[config.mk]
export PLATFORM = sky130hd
export DESIGN_NAME = asss_cell
export DESIGN_NICKNAME = d
export VERILOG_FILES = /design/src/hw/rtl/asss_pkg.sv /design/src/hw/rtl/asss_cell.sv
export SDC_FILE = /design/constraint.sdc
export NUM_CORES = 1
export LEC_CHECK = 0
export ABC_AREA = 1
export BUFFER_PORTS_ARGS = -buffer_cell sky130_fd_sc_hd__buf_2
export CAP_MARGIN = 25
export CORE_ASPECT_RATIO = 0.5
export CORE_MARGIN = 4
export CORE_UTILIZATION = 55
export CTS_CLUSTER_DIAMETER = 80
export DETAILED_ROUTE_END_ITERATION = 10
export PLACE_DENSITY = 0.88
export RECOVER_POWER = 50
export SLEW_MARGIN = 15
export SYNTH_ARGS = -nofsm -noshare
export SYNTH_HDL_FRONTEND = slang
export SYNTH_SLANG_ARGS = --single-unit
[constraint.sdc]
create_clock -name clk -period 5.9 [get_ports clk]
set_input_delay 1.77 -clock clk [delete_from_list [all_inputs] [get_ports clk]]
set_output_delay 1.77 -clock clk [all_outputs]
set_load 0.1 [all_outputs]
[src/hw/rtl/asss_pkg.sv]
// ----------------------------------------------------------------------------
// asss_pkg: shared definitions for the array store with search and sort
// Sizes of the cell chain, operation and status codes, the control word that
// the sequencer broadcasts to every cell, and width conversion helpers.
// ----------------------------------------------------------------------------
package asss_pkg;

    localparam int DEPTH       = 64;
    localparam int WORD_BITS   = 32;
    localparam int FUNC_BITS   = 3;
    localparam int STATUS_BITS = 2;
    localparam int INDEX_BITS  = 6;
    localparam int ELEM_BITS   = 32;
    localparam int IDX_W       = $clog2(DEPTH);
    localparam int CNT_W       = $clog2(DEPTH + 1);

    // Operation codes carried by func.
    localparam logic [FUNC_BITS-1:0] F_APPEND  = 3'd0;
    localparam logic [FUNC_BITS-1:0] F_LSEARCH = 3'd1;
    localparam logic [FUNC_BITS-1:0] F_SORT    = 3'd2;
    localparam logic [FUNC_BITS-1:0] F_BSEARCH = 3'd3;
    localparam logic [FUNC_BITS-1:0] F_LIST    = 3'd4;

    // Result status codes.
    localparam logic [STATUS_BITS-1:0] ST_OK       = 2'd0;
    localparam logic [STATUS_BITS-1:0] ST_NOTFOUND = 2'd1;
    localparam logic [STATUS_BITS-1:0] ST_FULL     = 2'd2;
    localparam logic [STATUS_BITS-1:0] ST_EMPTY    = 2'd3;

    typedef logic [WORD_BITS-1:0] word_t;
    typedef logic [IDX_W-1:0]     pos_t;
    typedef logic [CNT_W-1:0]     cnt_t;

    // Control word broadcast from the sequencer to all cells.
    typedef struct packed {
        logic  wr_en;
        pos_t  wr_idx;
        word_t wr_word;
        logic  shift;
        logic  sort_en;
        logic  phase;
        cnt_t  fill;
    } cell_ctrl_t;

    // Low WORD_BITS of the input value, zero padded if the word is wider.
    function automatic word_t value_to_word(input logic [ELEM_BITS-1:0] v);
        logic [WORD_BITS+ELEM_BITS-1:0] w;
        w = (WORD_BITS + ELEM_BITS)'(v);
        return w[WORD_BITS-1:0];
    endfunction

    // Stored word as presented on the element port, zero padded.
    function automatic logic [ELEM_BITS-1:0] word_to_elem(input word_t v);
        logic [WORD_BITS+ELEM_BITS-1:0] w;
        w = (WORD_BITS + ELEM_BITS)'(v);
        return w[ELEM_BITS-1:0];
    endfunction

    // Position as presented on the index port (low INDEX_BITS bits).
    function automatic logic [INDEX_BITS-1:0] pos_to_index(input pos_t p);
        logic [IDX_W+INDEX_BITS-1:0] w;
        w = (IDX_W + INDEX_BITS)'(p);
        return w[INDEX_BITS-1:0];
    endfunction

endpackage

[src/hw/rtl/asss_cell.sv]
// ----------------------------------------------------------------------------
// asss_cell: one storage cell of the ring
// Holds one word. It loads on a write to its position, takes its right
// neighbor's word on a rotate, and does one compare-exchange step of the
// odd-even transposition sort with the neighbor its phase pairs it with.
// ----------------------------------------------------------------------------
module asss_cell (
    input  logic                 clk,
    input  asss_pkg::pos_t       pos,
    input  asss_pkg::cell_ctrl_t ctrl,
    input  asss_pkg::word_t      left,
    input  asss_pkg::word_t      right,
    output asss_pkg::word_t      word
);
    import asss_pkg::*;

    word_t word_reg;
    word_t word_next;
    logic  pair_low;
    logic  pair_high;
    cnt_t  pos_cnt;

    assign pos_cnt = CNT_W'(pos);

    // Low member of a pair compares with the right cell, high member with the left.
    assign pair_low  = (pos[0] == ctrl.phase) && ((pos_cnt + 1'b1) < ctrl.fill);
    assign pair_high = (pos != '0) && (pos[0] != ctrl.phase) && (pos_cnt < ctrl.fill);

    always_comb
    begin
        word_next = word_reg;
        if (ctrl.wr_en && (ctrl.wr_idx == pos))
        begin
            word_next = ctrl.wr_word;
        end
        else if (ctrl.shift)
        begin
            word_next = right;
        end
        else if (ctrl.sort_en)
        begin
            if (pair_low && ($signed(word_reg) > $signed(right)))
            begin
                word_next = right;
            end
            else if (pair_high && ($signed(left) > $signed(word_reg)))
            begin
                word_next = left;
            end
        end
    end

    always_ff @(posedge clk)
    begin
        word_reg <= word_next;
    end

    assign word = word_reg;

endmodule

==> flow_summary.json <==
{
  "endpoint": "word[9]$_DFFE_PP_",
  "synth_common_cells": "nand2_1, inv_1, ha_1",
  "drive_gt1_frac": 0.1736,
  "hold_buffers": 0,
  "netlist_top_cells_area": "ha_1, edfxtp_1, nand2_1",
  "routed_wl_mm": 11.42,
  "dp_hpwl_mm": 8.965,
  "grt_pass1_wl_mm": 17.75,
  "preCtsSetupSlack_ps": 1375,
  "synth_cell_types": 26,
  "setup_tns_ps": 0,
  "largest_reg_flops": 32,
  "seq_area_frac_synth": 0.2356,
  "min_period_ps": 4944,
  "antenna_found_initial": 0,
  "status": "complete, no violations",
  "synth_enable_flop_cells": 32,
  "design.core.area_um2": 6937,
  "antenna-diode-count": 0,
  "timing.rr.end": "word[9]$_DFFE_PP_",
  "syn_area_um2": 4079,
  "cp-startpoint": "pos[0]",
  "path_class": "in2reg",
  "ant_nets": 0,
  "synthCells": 602,
  "timing.critical_path.buf_inv": 2,
  "cap_violations": 0,
  "first_iter_violations": 240,
  "syn_avg_cell_area_um2": 6.776,
  "rr_worst_depth": 14,
  "p_leak_uw": 0.002982,
  "r2r-start": "word[31]$_DFFE_PP_",
  "seqCellArea_um2": 960.9,
  "clk_latency_ps": 280,
  "max_freq_mhz": 202.3,
  "finalHoldViolations": 0,
  "final_max_slew_viol_count": 0,
  "rows": 21,
  "via_count": 4358,
  "max_stage_delay_ps": 930,
  "nets": 945,
  "finalCritPeriodShare": 0.8380,
  "grt_setup_unrepaired": "false",
  "grt_pass1_vias": 4013,
  "final_core_utilization": 0.7206,
  "ys_ff_latch": 32,
  "worstPathArrival_ps": 4980,
  "r2r_slack_ps": 2420,
  "grt_max_degree": 34,
  "path_depth": 17,
  "cp_top_family": "simple AND/OR/NAND/NOR gates",
  "async_reset_ff_frac": 0,
  "cp-start-kind": "input port",
  "cts_sinks": 32,
  "powerDensity_nw_per_um2": 267.7,
  "cts-root-buf": "clkbuf_16",
  "dieWidth_um": 129.8,
  "ir_drop_uv": 140.4,
  "vias_per_cell": 5.182,
  "yosys_warnings": 0,
  "cp_slowest_cell": "nand2_1",
  "cts_tree": "yes",
  "multi_input_area_um2": 2535,
  "syn_to_final_growth_pct": 22.55,
  "fin_skew_ps": 5.040,
  "die-area_um2": 8942,
  "yosysMostFrequentCell": "nand2_1",
  "wire_per_inst_um": 13.58,
  "fill_cells": 639,
  "post_cts_resized": 0,
  "relSlewSlack": 0.1926,
  "cts_setup_buffers": 0,
  "clockBufferDepth": 2,
  "hp-class": "reg2reg",
  "portBuffers": 151,
  "timing.final.ws_setup_ps": 955.8,
  "grt_overflow_total": 0,
  "clk_pin_slew_ps": 60,
  "grt_use_total": 0.2500,
  "setup_viol": 0,
  "first_pass_iters": 5,
  "synth_top_cell_by_area": "ha_1",
  "routabilityCongestion": 0.8991,
  "die_h_um": 68.90,
  "route.detailed.drc": 0,
  "synth_nets": 799,
  "synth_ff_type": "edfxtp_1",
  "cp_common_cell": "nand2_1",
  "ios": 152,
  "synth_top_area_frac": 0.2362,
  "tightest_slew_ps": 1208,
  "required_ps": 5930,
  "cts_buffers": 5,
  "worst-path-max-fanout": 33,
  "end_kind": "register",
  "start_util": 0.5880,
  "h-tree-depth": 2,
  "path_cells": "buf_2 -> ha_1 -> xor2_1 -> ha_1 -> a21oi_1 -> nand2_1 -> nand3_1 -> nand2_1 -> nand2_1 -> nand2_1 -> a21oi_1 -> nand3_4 -> buf_4 -> nand2_1 -> nand2_1 -> nand3_1 -> nand2_1"
}
## report_power, final
group | total [µW] | leakage [µW] | switching (µW) | internal, µW
Sequential | 338 | 0.000313 | 33.5 | 305
Clock | 298 | 0.0000789 | 102 | 196
Combinational | 702 | 0.00259 | 522 | 180
## layout by cell type, fill, tap and decap left out
cell,synthesis,final
clkinv_1,0,2
nor2_1,25,25
nand3_4,1,1
a21o_1,2,2
ha_1,77,77
nor3_1,2,2
a2111oi_0,2,2
a41oi_1,1,1
edfxtp_1,32,32
buf_2,7,118
o211ai_1,1,1
nand3_1,76,76
bufinv_16,0,1
inv_2,2,1
o21a_1,4,4
clkbuf_1,6,33
o21ai_0,9,9
inv_1,126,127
nand4_1,5,5
clkbuf_16,0,5
o21bai_1,1,1
a221oi_1,1,1
xor2_1,6,6
o31ai_1,1,1
nand2_1,177,178
a21oi_1,33,34
buf_4,0,4
## through the flow
step,power [µW],cells,hold WS (ps),instance area [µm²]
finish,1338,841,1427,4999
global route,1421,841,1516,4999
CTS,1347,841,1437,5051
detailed placement,1049,833,1410,4888
global placement,1033,833,1357,4888
floorplan,893.4,602,1749,4079
## how the worst min path moves through the flow
stage | start | end | slack, ps | depth (start not counted)
2_1_floorplan | word[31]$_DFFE_PP_ | word[1]$_DFFE_PP_ | 1750 | 7
3_3_place_gp | word[31]$_DFFE_PP_ | word[0]$_DFFE_PP_ | 1360 | 7
3_5_place_dp | word[31]$_DFFE_PP_ | word[0]$_DFFE_PP_ | 1410 | 7
4_1_cts | word[31]$_DFFE_PP_ | word[0]$_DFFE_PP_ | 1440 | 7
5_1_grt | word[31]$_DFFE_PP_ | word[25]$_DFFE_PP_ | 1520 | 8
6_report | word[31]$_DFFE_PP_ | word[0]$_DFFE_PP_ | 1430 | 7
## layout make-up
class	instances	share of cell area
well taps	92	0.02303
clock buffers	5	0.02503
multi-input cells	426	0.5071
flip-flops and latches	32	0.1922
repair buffers	155	0.1489
inverters	128	0.09612
clock inverters	3	0.007509
## logic make-up after synthesis
kind of cell,count (synthesis),synth area share
AND/OR/NAND/NOR,287,0.2963
flip-flops,32,0.2356
XOR/XNOR,6,0.01288
AO/OA/AOI/OAI,56,0.07884
buffers and inverters,144,0.1402
adder cells (fa/ha/maj),77,0.2362
## worst register-to-register path, cell delays in order, from the launching register on
cell and delay (ps):
edfxtp_1 450, ha_1 370, nand2_1 100, nor2_1 160
nand2_1 100, nor2_1 190, nand2_1 100, nand2_1 60
nand2_1 80, nand3_4 70, buf_4 350, nand2_1 820
nand2_1 300, nand3_1 110, nand2_1 90
## layer usage
metal	GRT usage	wire, µm
met2	0.4250	5234
met1	0.3373	5121
met5	0	0
met3	0.04385	961
met4	0.05829	101
Note: power is estimated with default switching activity, not from simulation.
