`src/hw/rtl/asss_pkg.sv`:
```
// ----------------------------------------------------------------------------
// asss_pkg: shared definitions for the array store with search and sort
// Sizes of the cell chain, operation and status codes, the control word that
// the sequencer broadcasts to every cell, and width conversion helpers.
// ----------------------------------------------------------------------------
package asss_pkg;

    localparam int DEPTH       = 64;
    localparam int WORD_BITS   = 32;
    localparam int FUNC_BITS   = 3;
    localparam int STATUS_BITS = 2;
    localparam int INDEX_BITS  = 6;
    localparam int ELEM_BITS   = 32;
    localparam int IDX_W       = $clog2(DEPTH);
    localparam int CNT_W       = $clog2(DEPTH + 1);

    // Operation codes carried by func.
    localparam logic [FUNC_BITS-1:0] F_APPEND  = 3'd0;
    localparam logic [FUNC_BITS-1:0] F_LSEARCH = 3'd1;
    localparam logic [FUNC_BITS-1:0] F_SORT    = 3'd2;
    localparam logic [FUNC_BITS-1:0] F_BSEARCH = 3'd3;
    localparam logic [FUNC_BITS-1:0] F_LIST    = 3'd4;

    // Result status codes.
    localparam logic [STATUS_BITS-1:0] ST_OK       = 2'd0;
    localparam logic [STATUS_BITS-1:0] ST_NOTFOUND = 2'd1;
    localparam logic [STATUS_BITS-1:0] ST_FULL     = 2'd2;
    localparam logic [STATUS_BITS-1:0] ST_EMPTY    = 2'd3;

    typedef logic [WORD_BITS-1:0] word_t;
    typedef logic [IDX_W-1:0]     pos_t;
    typedef logic [CNT_W-1:0]     cnt_t;

    // Control word broadcast from the sequencer to all cells.
    typedef struct packed {
        logic  wr_en;
        pos_t  wr_idx;
        word_t wr_word;
        logic  shift;
        logic  sort_en;
        logic  phase;
        cnt_t  fill;
    } cell_ctrl_t;

    // Low WORD_BITS of the input value, zero padded if the word is wider.
    function automatic word_t value_to_word(input logic [ELEM_BITS-1:0] v);
        logic [WORD_BITS+ELEM_BITS-1:0] w;
        w = (WORD_BITS + ELEM_BITS)'(v);
        return w[WORD_BITS-1:0];
    endfunction

    // Stored word as presented on the element port, zero padded.
    function automatic logic [ELEM_BITS-1:0] word_to_elem(input word_t v);
        logic [WORD_BITS+ELEM_BITS-1:0] w;
        w = (WORD_BITS + ELEM_BITS)'(v);
        return w[ELEM_BITS-1:0];
    endfunction

    // Position as presented on the index port (low INDEX_BITS bits).
    function automatic logic [INDEX_BITS-1:0] pos_to_index(input pos_t p);
        logic [IDX_W+INDEX_BITS-1:0] w;
        w = (IDX_W + INDEX_BITS)'(p);
        return w[INDEX_BITS-1:0];
    endfunction

endpackage

```
`src/hw/rtl/asss_ctrl.sv`:
```
// ----------------------------------------------------------------------------
// asss_ctrl: operation sequencer and result register
// Decodes each command, drives the cell chain (write, rotate, sort phases),
// watches the word at the head of the ring and holds the outgoing result.
// ----------------------------------------------------------------------------
module asss_ctrl (
    input  logic                                     clk,
    input  logic                                     rst_n,
    input  logic                                     in_valid,
    output logic                                     in_ready,
    input  logic [asss_pkg::FUNC_BITS-1:0]           func,
    input  logic signed [asss_pkg::ELEM_BITS-1:0]    value,
    output logic                                     out_valid,
    input  logic                                     out_ready,
    output logic [asss_pkg::STATUS_BITS-1:0]         status,
    output logic [asss_pkg::INDEX_BITS-1:0]          index,
    output logic signed [asss_pkg::ELEM_BITS-1:0]    element,
    output logic                                     last,
    input  asss_pkg::word_t                          head,
    output asss_pkg::cell_ctrl_t                     cell_ctrl
);
    import asss_pkg::*;

    localparam logic [2:0] S_IDLE  = 3'd0;
    localparam logic [2:0] S_START = 3'd1;
    localparam logic [2:0] S_SORT  = 3'd2;
    localparam logic [2:0] S_SCAN  = 3'd3;
    localparam logic [2:0] S_BIN   = 3'd4;
    localparam logic [2:0] S_RET   = 3'd5;

    localparam pos_t POS_LAST = IDX_W'(DEPTH - 1);
    localparam cnt_t CNT_FULL = CNT_W'(DEPTH);

    logic [2:0]           state_reg, state_next;
    logic [FUNC_BITS-1:0] func_reg, func_next;
    word_t                key_reg, key_next;
    cnt_t                 fill_reg, fill_next;
    pos_t                 rot_reg, rot_next;
    pos_t                 sort_cnt_reg, sort_cnt_next;
    logic                 found_reg, found_next;
    pos_t                 found_idx_reg, found_idx_next;
    logic signed [CNT_W:0] lo_reg, lo_next;
    logic signed [CNT_W:0] hi_reg, hi_next;

    logic                    out_valid_reg, out_valid_next;
    logic [STATUS_BITS-1:0]  status_reg;
    logic [INDEX_BITS-1:0]   index_reg;
    logic [ELEM_BITS-1:0]    element_reg;
    logic                    last_reg;

    logic                    slot_free;
    logic                    emit;
    logic [STATUS_BITS-1:0]  e_status;
    pos_t                    e_pos;
    word_t                   e_word;
    logic                    e_last;

    pos_t                    rot_inc;
    logic                    rot_in_fill;
    logic                    head_match;
    logic signed [CNT_W+1:0] bin_sum;
    pos_t                    mid;
    logic signed [CNT_W:0]   mid_s;

    assign slot_free   = !out_valid_reg || out_ready;
    assign rot_inc     = (rot_reg == POS_LAST) ? '0 : rot_reg + 1'b1;
    assign rot_in_fill = CNT_W'(rot_reg) < fill_reg;
    assign head_match  = (head == key_reg);
    assign bin_sum     = (CNT_W + 2)'(lo_reg) + (CNT_W + 2)'(hi_reg);
    assign mid         = IDX_W'(bin_sum >>> 1);
    assign mid_s       = $signed({1'b0, CNT_W'(mid)});

    always_comb
    begin
        state_next     = state_reg;
        func_next      = func_reg;
        key_next       = key_reg;
        fill_next      = fill_reg;
        rot_next       = rot_reg;
        sort_cnt_next  = sort_cnt_reg;
        found_next     = found_reg;
        found_idx_next = found_idx_reg;
        lo_next        = lo_reg;
        hi_next        = hi_reg;
        in_ready       = 1'b0;
        emit           = 1'b0;
        e_status       = ST_OK;
        e_pos          = '0;
        e_word         = '0;
        e_last         = 1'b1;
        cell_ctrl         = '0;
        cell_ctrl.fill    = fill_reg;
        cell_ctrl.phase   = sort_cnt_reg[0];
        cell_ctrl.wr_idx  = fill_reg[IDX_W-1:0];
        cell_ctrl.wr_word = key_reg;

        case (state_reg)
            S_IDLE:
            begin
                in_ready = 1'b1;
                if (in_valid)
                begin
                    func_next  = func;
                    key_next   = value_to_word(value);
                    state_next = S_START;
                end
            end

            S_START:
            begin
                case (func_reg)
                    F_APPEND:
                    begin
                        if (slot_free)
                        begin
                            emit       = 1'b1;
                            state_next = S_IDLE;
                            if (fill_reg == CNT_FULL)
                            begin
                                e_status = ST_FULL;
                            end
                            else
                            begin
                                cell_ctrl.wr_en = 1'b1;
                                e_pos           = fill_reg[IDX_W-1:0];
                                e_word          = key_reg;
                                fill_next       = fill_reg + 1'b1;
                            end
                        end
                    end
                    F_LSEARCH:
                    begin
                        found_next = 1'b0;
                        state_next = S_SCAN;
                    end
                    F_SORT, F_LIST:
                    begin
                        if (fill_reg == '0)
                        begin
                            if (slot_free)
                            begin
                                emit       = 1'b1;
                                e_status   = ST_EMPTY;
                                state_next = S_IDLE;
                            end
                        end
                        else if (func_reg == F_SORT)
                        begin
                            sort_cnt_next = '0;
                            state_next    = S_SORT;
                        end
                        else
                        begin
                            state_next = S_SCAN;
                        end
                    end
                    F_BSEARCH:
                    begin
                        lo_next    = '0;
                        hi_next    = $signed({1'b0, fill_reg}) - (CNT_W + 1)'(1);
                        state_next = S_BIN;
                    end
                    default:
                    begin
                        state_next = S_IDLE;
                    end
                endcase
            end

            S_SORT:
            begin
                // DEPTH odd-even phases sort any fill of the chain.
                cell_ctrl.sort_en = 1'b1;
                sort_cnt_next     = sort_cnt_reg + 1'b1;
                if (sort_cnt_reg == POS_LAST)
                begin
                    func_next  = F_LIST;
                    state_next = S_SCAN;
                end
            end

            S_SCAN:
            begin
                // One full revolution, one entry passes the head per step.
                if (slot_free)
                begin
                    cell_ctrl.shift = 1'b1;
                    rot_next        = rot_inc;
                    if (func_reg == F_LIST)
                    begin
                        if (rot_in_fill)
                        begin
                            emit   = 1'b1;
                            e_pos  = rot_reg;
                            e_word = head;
                            e_last = (CNT_W'(rot_reg) + 1'b1) == fill_reg;
                        end
                    end
                    else
                    begin
                        if (!found_reg && rot_in_fill && head_match)
                        begin
                            found_next     = 1'b1;
                            found_idx_next = rot_reg;
                        end
                        if (rot_reg == POS_LAST)
                        begin
                            emit = 1'b1;
                            if (found_reg)
                            begin
                                e_pos  = found_idx_reg;
                                e_word = key_reg;
                            end
                            else if (rot_in_fill && head_match)
                            begin
                                e_pos  = rot_reg;
                                e_word = key_reg;
                            end
                            else
                            begin
                                e_status = ST_NOTFOUND;
                            end
                        end
                    end
                    if (rot_reg == POS_LAST)
                    begin
                        state_next = S_IDLE;
                    end
                end
            end

            S_BIN:
            begin
                // The ring turns every cycle; a probe resolves when mid is at the head.
                cell_ctrl.shift = 1'b1;
                rot_next        = rot_inc;
                if (lo_reg > hi_reg)
                begin
                    if (slot_free)
                    begin
                        emit       = 1'b1;
                        e_status   = ST_NOTFOUND;
                        state_next = S_RET;
                    end
                end
                else if (rot_reg == mid)
                begin
                    if ($signed(key_reg) > $signed(head))
                    begin
                        lo_next = mid_s + (CNT_W + 1)'(1);
                    end
                    else if ($signed(key_reg) < $signed(head))
                    begin
                        hi_next = mid_s - (CNT_W + 1)'(1);
                    end
                    else if (slot_free)
                    begin
                        emit       = 1'b1;
                        e_pos      = mid;
                        e_word     = head;
                        state_next = S_RET;
                    end
                end
            end

            S_RET:
            begin
                if (rot_reg == '0)
                begin
                    state_next = S_IDLE;
                end
                else
                begin
                    cell_ctrl.shift = 1'b1;
                    rot_next        = rot_inc;
                end
            end

            default:
            begin
                state_next = S_IDLE;
            end
        endcase
    end

    assign out_valid_next = emit ? 1'b1 : (out_ready ? 1'b0 : out_valid_reg);

    always_ff @(posedge clk or negedge rst_n)
    begin
        if (!rst_n)
        begin
            state_reg     <= S_IDLE;
            fill_reg      <= '0;
            rot_reg       <= '0;
            out_valid_reg <= 1'b0;
        end
        else
        begin
            state_reg     <= state_next;
            fill_reg      <= fill_next;
            rot_reg       <= rot_next;
            out_valid_reg <= out_valid_next;
        end
    end

    always_ff @(posedge clk)
    begin
        func_reg      <= func_next;
        key_reg       <= key_next;
        sort_cnt_reg  <= sort_cnt_next;
        found_reg     <= found_next;
        found_idx_reg <= found_idx_next;
        lo_reg        <= lo_next;
        hi_reg        <= hi_next;
        if (emit)
        begin
            status_reg  <= e_status;
            index_reg   <= pos_to_index(e_pos);
            element_reg <= word_to_elem(e_word);
            last_reg    <= e_last;
        end
    end

    assign out_valid = out_valid_reg;
    assign status    = status_reg;
    assign index     = index_reg;
    assign element   = element_reg;
    assign last      = last_reg;

    // The ring is only turned away from its home position while scanning, probing or returning home.
    assert property (@(posedge clk) disable iff (!rst_n)
        (state_reg == S_IDLE || state_reg == S_START || state_reg == S_SORT)
        |-> (rot_reg == '0))
        else $error("ring not at home position outside a scan");

    assert property (@(posedge clk) disable iff (!rst_n)
        fill_reg <= CNT_FULL)
        else $error("fill count beyond depth");

    assert property (@(posedge clk) disable iff (!rst_n)
        (state_reg != S_START) |=> $stable(fill_reg))
        else $error("fill count changed outside an append");

    assert property (@(posedge clk) disable iff (!rst_n)
        (state_reg == S_SORT) |=> !$rose(out_valid_reg))
        else $error("result produced during a sort pass");

endmodule

```
`config.mk`:
```
export PLATFORM = sky130hd
export DESIGN_NAME = asss_ctrl
export DESIGN_NICKNAME = d
export VERILOG_FILES = /design/src/hw/rtl/asss_pkg.sv /design/src/hw/rtl/asss_ctrl.sv
export SDC_FILE = /design/constraint.sdc
export NUM_CORES = 1
export LEC_CHECK = 0
export ABC_AREA = 1
export BUFFER_PORTS_ARGS = -buffer_cell sky130_fd_sc_hd__buf_2
export CORE_MARGIN = 1.5
export CORE_UTILIZATION = 45
export CTS_BUF_LIST = sky130_fd_sc_hd__clkbuf_2
export CTS_CLUSTER_SIZE = 8
export DETAILED_ROUTE_END_ITERATION = 8
export GPL_TIMING_DRIVEN = 0
export PLACE_DENSITY = 0.67
export SLEW_MARGIN = 20
export SYNTH_ARGS = -nofsm -noshare
export SYNTH_HDL_FRONTEND = slang
export SYNTH_SLANG_ARGS = --single-unit
```
`constraint.sdc`:
```
create_clock -name clk -period 4.2 [get_ports clk]
set_clock_uncertainty 0.05 [all_clocks]
set_input_delay 0.21 -clock clk [delete_from_list [all_inputs] [get_ports clk]]
set_output_delay 0.21 -clock clk [all_outputs]
set_load 0.01 [all_outputs]
```
==> results.txt, run 1 <==
----------------------------------------------------
[Die]
  Core outline area ... 0.0194 mm2
  Die area ... 0.0205 mm2
  Width of the die ... 143 um
  Die Y ... between 100 and 150 um
  Num rows ... 51
  I/O pins ... 163
  Starting utilization of the core area ... ~46%

[Finish]
  Layout cells sized above 1 ... 16.5%
  Signed area change from the synthesized netlist to the final layout ... 23.4%
  Filler cells ... 1894
  Post-layout nets ... ~1500

[Detailed routing]
  Final routed DRC violation total ... 0
  Number of iterations in the first detailed-routing pass ... 6
  Routed vias ... 9353
  DR iter-0 viols ... 1276
  Total wire length after detailed routing ... ~28 mm
  Via/cell ratio ... around 5.5
  Post-DR wirelength/cell ... 16.7 um
  Residual antenna-violating net count after detailed routing ... 0

[Clock network]
  H-tree Lvls ... 4
  Num CTS Buffers ... 17
  Clk_lat worst skew ... 0.78 ns
  Maximum root-to-sink buffer count ... 2
  CTS tree ... yes
  Clock transition time at the flip-flop clock pins of the worst setup and hold paths ... 0.21 ns
  Post-CTS setup-driven buffer insertion count ... 0
  CTS Sinks ... 121
  Root buffer cell ... clkbuf_2

[Place]
  Detailed-placement wirelength estimate ... 20.1 mm
  Final weighted congestion in routability-driven placement ... 0.907
  Pre-CTS worst setup slack ... 0.207 ns
  Number of I/O port buffers ... ~160

[Yosys]
  Async S/R FF share, synth ... about 14%
  EDFF count, synth ... 104
  Mapped Avg Cell Area ... 7.61 um2
  Cell Area, Synth ... 0.00885 mm2
  Syn Inst Count ... around 1200
  Post-Synthesis Net Count ... 1294
  Number of warnings reported in the yosys synthesis log ... 0
  Commonest register cell after synthesis ... edfxtp_1
  Number of register bits inferred by synthesis ... 121
  Share of synthesized area occupied by flip-flops and latches ... around two fifths
  Count of cell types in the netlist ... 43

[Worst setup path]
  Worst stage delay on the critical path ... 0.62 ns
  Critical path endpoint category ... flop
  Critical path type ... flop to flop
  WP data required ... 4.55 ns
  Launching element type of the critical path ... flop
  Slowest-stage cell, CP ... o21ai_1
  Cell-by-cell listing of the critical path ... ha_1, fa_1, xnor2_1, o21ai_0, a21oi_1, nand3_1, a21oi_1, nand2_1, inv_2, nand2_1, o21ai_1
  CP max FO ... 9
  Critical Path AT ... 4.21 ns

[Timing]
  Count of final setup violators ... 0
  Setup repair after global routing missed its margin ... no
  Max-Slew Margin vs Limit ... 35.5%
  Portion of the clock cycle consumed by the worst path in the final layout ... 91.7%
  Hold Violations, Final ... 0
  Slack of the critical path ... 0.349 ns
  Highest clock frequency the design can meet ... roughly 260 MHz
  Final worst hold slack ... around 0.02 ns
  Pins over their slew limit ... 0
  Worst-margin pin slew ... 0.957 ns
  Minimum clock period ... between 3 and 4 ns

[Power]
  Ratio of total power to cell area ... 450 mW/mm2
  Net Sw Frac ... 44.8%
  Clock network fraction of design power ... 17.3%
  Part of the total power dissipated in sequential elements ... 37.9%
  P_sw ... between 2 and 2.5 mW
  Internal power summed over all cells ... around 2.7 mW
  Leakage power summed over all cells ... 4.88 nW
  Logic pwr share ... approximately 45%
  Largest vdd supply drop ... 0.292 mV

[Global route]
  First-pass GRT wire length ... around 44 mm
  Antenna violations before repair ... 1
  GRT overflow ... 0
  Vias in the first global route ... 8482
  Global-route total usage across every layer ... 27.8%
  Largest net degree at the start of global routing ... 42

[Worst hold path]
  Path class of the lowest-slack min-delay path ... primary input to flop

[Flow run]
  Maxcap violations ... 0

[Status]
  Outcome ... finished clean

----------------------------------------------------
[cell usage in the layout, fill, tap and decap left out, types with 3 or more instances in the layout]
cell and count:
o22ai_1 4, a22oi_1 3, nor3_2 4, buf_4 7, nand3_1 135, o21ai_0 120, inv_2 10, a21oi_1 33
inv_1 116, nand2_1 186, dfrtp_1 17, inv_4 4, edfxtp_1 104, buf_1 6, ha_1 59, clkbuf_1 51
xor2_1 12, xnor2_1 4, bufinv_16 3, clkbuf_2 20, clkinv_4 3, nand4_1 82, nor3_1 10, nor2_1 161
buf_2 169, dlygate4sd3_1 62
[what timing repair did]
action | 4_1_cts | 5_1_grt
endpoints found under the setup margin | 0 | 0
hold buffers | 62 | 0
resized for setup | 0 | 0
endpoints found under the hold margin | 88 | 0
[final timing paths]
check	from	to	slack [ns]	cells after the start
worst max register to register	lo_reg[0]	hi_reg[4]	0.35	11
worst max-delay path	lo_reg[0]	hi_reg[4]	0.35	11
min in group asynchronous	rst_n	state_reg[0]	0.50	3
worst min register to register	rot_reg[2]	found_idx_reg[2]	0.46	0
max in group asynchronous	rst_n	state_reg[2]	3.07	3
worst min-delay path	head[24]	element[24]	0.02	5
[cells by family (layout without fill, tap and decap cells)]
logic type	Yosys count	after routing	share of synthesized area, %
AND/OR/NAND/NOR	590	590	30.3
buffers and inverters	199	456	8.85
AO/OA/AOI/OAI	177	177	10.6
flip-flops	121	121	40.1
adder cells (fa/ha/maj)	60	60	8.57
XOR/XNOR	16	16	1.58
other	0	2	0
[cells in the mapped netlist, types with 2 or more instances]
cell | number | share of area, %
nand2_1 | 186 | 7.9
nor2_1 | 162 | 6.9
nand3_1 | 136 | 7.7
o21ai_0 | 122 | 6.9
inv_1 | 116 | 4.9
edfxtp_1 | 104 | 35
nand4_1 | 82 | 5.8
ha_1 | 59 | 8.3
clkbuf_1 | 51 | 2.2
a21oi_1 | 33 | 1.9
dfrtp_1 | 17 | 4.8
xor2_1 | 12 | 1.2
inv_2 | 10 | 0.42
nor3_1 | 10 | 0.57
buf_2 | 7 | 0.40
buf_4 | 7 | 0.59
buf_1 | 6 | 0.25
nor3_2 | 4 | 0.45
o22ai_1 | 4 | 0.28
xnor2_1 | 4 | 0.40
a22oi_1 | 3 | 0.25
a211oi_1 | 2 | 0.17
nor2_2 | 2 | 0.14
nor3_4 | 2 | 0.37
o2111ai_1 | 2 | 0.20
o211ai_1 | 2 | 0.17
o21a_1 | 2 | 0.17
[routing by layer]
metal	GRT usage (%)	vias up	part of all wire (%)
met1	39.2	4262	44
met3	6.41	80	9.0
met2	42.3	516	45
li1	-	4495	-
met5	0	-	0
met4	9.08	0	2.5
[power groups by stage]
stage | sequential, mW | clock, mW | combinational, mW
CTS | 1.86 | 0.857 | 2.16
global route | 1.90 | 0.902 | 2.46
finish | 1.86 | 0.848 | 2.20
global placement | 1.89 | 0 | 2.05
detailed placement | 1.89 | 0 | 2.11
floorplan | 1.90 | 0 | 1.34
[metrics by stage]
stage / setup TNS (ns) / util [%] / instance area (um2) / power, mW / std cells
floorplan: 0 / - / 8850 / 3.25 / 1163
global placement: -31.58 / 51.5 / 9990 / 3.94 / 1590
detailed placement: 0 / 51.7 / 10000 / 4.00 / 1591
CTS: 0 / 56.3 / 10900 / 4.88 / 1685
global route: 0 / 56.3 / 10900 / 5.26 / 1686
finish: 0 / 56.3 / 10900 / 4.91 / 1687
[worst max-delay path: cells and delay by family (launching register included)]
| family | cells | cell delay [ns] |
|---|---|---|
| adder cells (fa/ha/maj) | 2 | 0.71 |
| flip-flops | 1 | 0.43 |
| AND/OR/NAND/NOR | 3 | 0.42 |
| buffers and inverters | 1 | 0.23 |
| XOR/XNOR | 1 | 0.59 |
| AO/OA/AOI/OAI | 4 | 1.05 |
[cell type report]
class / count / area [um2] / area share [%]
Antenna cell: 2 / 5.00 / 0.0458
Timing Repair Buffer: 225 / 1450 / 13.3
Buffer: 72 / 307 / 2.81
Clock buffer: 19 / 95.1 / 0.871
Multi-Input combinational cell: 843 / 4540 / 41.6
Clock inverter: 13 / 166 / 1.52
Inverter: 127 / 477 / 4.36
Sequential cell: 121 / 3550 / 32.5
Tap cell: 265 / 332 / 3.04
Power figures use the tool's default switching activity.
==> run 2, diff against run 1 <==
Settings changed: CORE_ASPECT_RATIO set to 0.6, CTS_BUF_LIST sky130_fd_sc_hd__clkbuf_2 to not set.
==> run 2 against run 1 <==
  * Sequential share of layout area shrank 0.30 points
  * Sequential power is essentially flat
  * First-iteration DRC count grew 1.3%
  * Global-route usage grew 1.0 points
  * Non-clock buffer count shrank 28
  * Critical path depth is the same
  * Total power grew 17%
  * Clock power grew 93%
==> results.txt, run 2 (synthesized netlist as in run 1, its figures left out) <==
----------------------------------------------------
[Status]
  Outcome ... finished clean

[Power]
  Clock network fraction of design power ... 28.5%
  Logic pwr share ... 38.7%
  P_sw ... 2.33 mW
  Largest vdd supply drop ... 0.439 mV
  Ratio of total power to cell area ... 520 mW/mm2
  Internal power summed over all cells ... 3.41 mW
  Part of the total power dissipated in sequential elements ... 32.8%
  Net Sw Frac ... roughly two fifths
  Leakage power summed over all cells ... 4.91 nW

[Global route]
  Antenna violations before repair ... 0
  First-pass GRT wire length ... between 40 and 50 mm
  Global-route total usage across every layer ... 28.9%
  Vias in the first global route ... 8461
  Largest net degree at the start of global routing ... 42
  GRT overflow ... 0

[Worst setup path]
  Worst reg-to-reg path cell count ... 11
  Launching element type of the critical path ... flop
  Critical Path AT ... 3.88 ns
  CP max FO ... 41
  Critical path endpoint category ... flop
  Critical path type ... flop to flop
  WP data required ... 4.21 ns

[Timing]
  Count of final setup violators ... 0
  Final worst hold slack ... 0.0452 ns
  Total Negative Setup Slacks ... 0 ns
  Setup repair after global routing missed its margin ... no
  Max-Slew Margin vs Limit ... 35.4%
  Minimum clock period ... 3.87 ns
  Worst-margin pin slew ... approximately 0.96 ns
  Pins over their slew limit ... 0
  Hold Violations, Final ... 0
  Portion of the clock cycle consumed by the worst path in the final layout ... between 90% and 100%
  Highest clock frequency the design can meet ... approximately 260 MHz

[Die]
  Num rows ... 39
  Die Y ... 112 um
  Die area ... 0.0205 mm2
  Starting utilization of the core area ... 46.3%
  Width of the die ... 184 um
  Core outline area ... ~0.019 mm2
  I/O pins ... 163

[Finish]
  Register area ... 0.00355 mm2
  Most frequent cells in the layout ... nand2_1 (186), buf_2 (169), nor2_1 (161), nand3_1 (135), o21ai_0 (120)
  Signed area change from the synthesized netlist to the final layout ... 24.5%
  Multi-input gate area in the final layout ... 0.00454 mm2
  Post-layout nets ... 1510
  Commonest non-fill, non-tap cell in the layout ... nand2_1
  Layout cells sized above 1 ... 16.7%
  Diodes inserted ... 0
  Filler cells ... 1772

[Detailed routing]
  Routed vias ... 9377
  Residual antenna-violating net count after detailed routing ... 0
  Total wire length after detailed routing ... 28.8 mm
  Post-DR wirelength/cell ... approximately 17 um
  Via/cell ratio ... 5.66
  Number of iterations in the first detailed-routing pass ... 5
  DR iter-0 viols ... ~1300
  Final routed DRC violation total ... 0

[Clock network]
  H-tree Lvls ... 4
  Clock transition time at the flip-flop clock pins of the worst setup and hold paths ... 0.06 ns
  Root buffer cell ... clkbuf_16
  Num CTS Buffers ... 17
  Clk_lat worst skew ... 0.44 ns
  CTS tree ... yes
  Post-CTS setup-driven buffer insertion count ... 0
  CTS Sinks ... between 100 and 150
  Maximum root-to-sink buffer count ... 2

[Place]
  Detailed-placement wirelength estimate ... between 20 and 25 mm
  Final weighted congestion in routability-driven placement ... 0.901
  Number of I/O port buffers ... ~160

[Flow run]
  Maxcap violations ... 0

[Worst hold path]
  Cells on Worst Hold Path ... 3
  Path class of the lowest-slack min-delay path ... primary input to flop

----------------------------------------------------
run 2: changes by cell type in the layout (fill, tap and decap cells not counted):
cell	previous run	this run
inv_4	4	0
clkbuf_2	20	1
clkinv_2	0	1
dlygate4sd3_1	62	34
bufinv_16	3	5
clkinv_4	3	4
clkinv_1	1	3
diode_2	2	0
clkbuf_16	0	17
run 2: worst max-delay path: stages, from the launching register on:
cell	delay (ns)
edfxtp_1	0.41
ha_1	0.26
fa_1	0.44
xnor2_1	0.63
o21ai_0	0.16
a21oi_1	0.15
nand3_1	0.09
a21oi_1	0.12
nand2_1	0.23
inv_2	0.21
nand3_1	0.17
nand3_4	0.53
run 2: cell type report:
class / count / share of cell area (%)
Multi-Input combinational cell: 843 / 41.2
Sequential cell: 121 / 32.2
Timing Repair Buffer: 197 / 10.6
Inverter: 127 / 4.32
Clock buffer: 17 / 3.86
Tap cell: 266 / 3.02
Buffer: 72 / 2.78
Clock inverter: 15 / 2.02
run 2: layer usage:
layer  routed length (um)  global-route usage, %  vias up
li1                     -                      -     4442
met1                13700                   44.8     4286
met2                11500                   39.5      616
met3                 3250                   6.74       33
met4                  415                   7.65        0
met5                    0                      0        -
run 2: repair_timing:
item,CTS,global route
endpoints found under the hold margin,50,0
hold buffers,34,0
resized for setup,0,1
setup endpoints to repair,0,7
run 2: final timing paths:
path / startpoint / end / slack (ns)
max in group asynchronous: rst_n / rot_reg[1] / 3.61
min reg2reg: rot_reg[2] / found_idx_reg[2] / 0.43
min: func[0] / func_reg[0] / 0.05
min in group asynchronous: rst_n / state_reg[0] / 0.18
max: hi_reg[0] / element[25] / 0.33
max reg2reg: hi_reg[0] / element[25] / 0.33
run 2: through the flow:
stage	cell area (um2)	utilization (%)	total power, mW	cells	worst slack [ns]
finish	11000	57.6	5.73	1658	0.334
global route	11000	57.6	6.08	1658	0.101
CTS	11000	57.6	5.71	1658	0.112
detailed placement	10000	52.5	4.03	1592	0.136
global placement	10000	52.3	3.96	1591	-0.874
floorplan	8850	-	3.25	1163	0.527
run 2: power groups by stage:
stage / clock network, mW / logic, mW / registers [mW]
final: 1.64 / 2.22 / 1.88
after global routing: 1.71 / 2.47 / 1.91
after CTS: 1.66 / 2.18 / 1.87
after detailed placement: 0 / 2.14 / 1.90
after global placement: 0 / 2.06 / 1.90
after floorplan: 0 / 1.34 / 1.90
==> run 3, diff against run 2 <==
Settings changed: CORE_ASPECT_RATIO 0.6 to 0.7.
==> run 3 against run 2 <==
  * Worst hold slack worse by 0.013 ns
  * Routed wire length up 1.1%
  * Maximum frequency increased by 5.5%
  * Sequential cell count is the same
  * Sequential power hardly changed
  * Clock-buffer cell count unchanged
  * Worst setup slack better by 0.20 ns
  * Critical path depth unchanged
  * Cell count down 0.12%
  * Utilization down 0.30 points
  * Clock power shrank 14%
  * Combinational power about the same
  * Largest cell class unchanged
==> results.txt, run 3 (synthesized netlist as in run 1, its figures left out) <==
----------------------------------------------------
[Status]
  Outcome ... finished clean

[Timing]
  Highest clock frequency the design can meet ... 273 MHz
  Worst-margin pin slew ... approximately 0.9 ns
  Minimum clock period ... 3.67 ns
  Hold Violations, Final ... 0
  Max-Slew Margin vs Limit ... 39.6%
  Count of final setup violators ... 0
  Pins over their slew limit ... 0
  Final worst hold slack ... 0.0320 ns
  Total Negative Setup Slacks ... 0 ns
  Setup repair after global routing missed its margin ... no
  Slack of the critical path ... 0.535 ns
  Portion of the clock cycle consumed by the worst path in the final layout ... 87.3%

[Finish]
  Cell Count, Final, Fillers Out ... 1656
  Layout cells sized above 1 ... 17.0%
  Post-route cell area ... 0.0109 mm2
  Commonest non-fill, non-tap cell in the layout ... nand2_1
  Post-layout nets ... 1510
  Post-Route Utilization ... 57.3%
  Signed area change from the synthesized netlist to the final layout ... 23.5%
  Most frequent cells in the layout ... nand2_1 (186), buf_2 (169), nor2_1 (161), nand3_1 (135), o21ai_0 (120)
  Diodes inserted ... 0

[Worst setup path]
  Critical path type ... flop to flop
  Setup slack of the worst register-to-register path ... 0.53 ns
  Critical path endpoint category ... flop
  Critical Path AT ... 3.68 ns
  CP max FO ... 41
  Worst reg2reg path endpoint ... element[26]
  WP data required ... 4.21 ns
  Launching element type of the critical path ... flop
  Crit Reg-Reg Startpoint ... key_reg[18]
  Worst reg-to-reg path cell count ... 11

[Die]
  I/O pins ... 163
  Num rows ... 42
  Die Y ... 120 um
  Starting utilization of the core area ... 46.4%
  Width of the die ... ~170 um
  Core outline area ... 0.0191 mm2
  Die area ... 0.0205 mm2

[Global route]
  Vias in the first global route ... around 8600
  Antenna violations before repair ... 0
  GRT overflow ... 0
  Global-route total usage across every layer ... between 20% and 30%
  First-pass GRT wire length ... 45.4 mm
  Largest net degree at the start of global routing ... 42

[Place]
  Final weighted congestion in routability-driven placement ... 0.926
  Placed Area ... 0.0100 mm2
  Pre-CTS worst setup slack ... 0.148 ns
  Number of cells in the design after placement ... roughly 1600
  Detailed-placement wirelength estimate ... 20.8 mm
  Number of I/O port buffers ... 162

[Worst hold path]
  Path class of the lowest-slack min-delay path ... primary input to flop
  Hold endpoint ... func_reg[1]
  Cells on Worst Hold Path ... 3
  Hold Crit Start ... func[1]

[Clock network]
  Clock transition time at the flip-flop clock pins of the worst setup and hold paths ... 0.06 ns
  H-tree Lvls ... 4
  Clk_lat worst skew ... 0.44 ns
  Num CTS Buffers ... 17
  Maximum root-to-sink buffer count ... 2
  Post-CTS setup-driven buffer insertion count ... 0
  CTS tree ... yes
  Root buffer cell ... clkbuf_16
  CTS Sinks ... 121

[Power]
  Leakage power summed over all cells ... 4.87 nW
  Largest vdd supply drop ... 0.258 mV
  PnR Total Power ... 5.50 mW
  Ratio of total power to cell area ... 503 mW/mm2

[Detailed routing]
  Total wire length after detailed routing ... 29.2 mm
  Post-DR wirelength/cell ... between 15 and 20 um
  Via/cell ratio ... 5.64
  Routed vias ... 9341
  DR iter-0 viols ... around 1400
  Residual antenna-violating net count after detailed routing ... 0
  Final routed DRC violation total ... 0
  Number of iterations in the first detailed-routing pass ... 6

[Flow run]
  Maxcap violations ... 0

----------------------------------------------------
run 3: cell types whose count changed in the layout (fill, tap and decap cells not counted):
cell	change
inv_6	-1
xnor2_1	-1
bufinv_16	-4
clkinv_4	+1
clkinvlp_4	+2
clkinv_1	-2
clkinv_2	+4
xnor2_2	+1
run 3: timing repair:
item	in CTS	in global routing
hold buffers	34	0
gates resized for setup	0	1
endpoints found under the setup margin	0	4
hold endpoints to repair	50	0
run 3: layout make-up:
class                           instances  area [um2]
Buffer                                 72         307
Clock buffer                           17         425
Clock inverter                         15         130
Fill cell                            1742        8140
Inverter                              127         477
Multi-Input combinational cell        843        4550
Sequential cell                       121        3550
Tap cell                              264         330
Timing Repair Buffer                  197        1170
run 3: worst max path at each step:
stage,startpoint,endpoint,slack [ns],cells past startpoint
2_1_floorplan,lo_reg[0],element[0],0.53,10
3_3_place_gp,hi_reg[0],element[28],-0.94,10
3_5_place_dp,lo_reg[0],lo_reg[1],0.15,11
4_1_cts,lo_reg[0],lo_reg[3],0.14,11
5_1_grt,lo_reg[0],hi_reg[5],0.27,11
6_report,key_reg[18],element[26],0.53,11
run 3: critical path, stage by stage, from the launching register on:
cell,delay (ns)
edfxtp_1,0.47
ha_1,0.35
nand2_1,0.06
nor2_1,0.31
nand4_1,0.26
nor2_1,0.14
nand2_1,0.09
nand4_1,0.29
nand3_1,0.18
nor2_2,0.30
nand3_1,0.21
nand3_4,0.55
run 3: report_power, final:
part	internal [mW]	switching (mW)
Combinational	0.723	1.50
Clock	0.811	0.597
Sequential	1.64	0.236
Total	3.17	2.33
run 3: layer usage:
layer | wire [um] | vias to the layer above | share of wire [%] | track usage, %
met1 | 12800 | 4256 | 44 | 42.3
li1 | - | 4444 | - | -
met2 | 12000 | 591 | 41 | 40.1
met3 | 3870 | 50 | 13 | 8.71
met4 | 484 | 0 | 1.7 | 8.85
met5 | 0 | - | 0 | 0
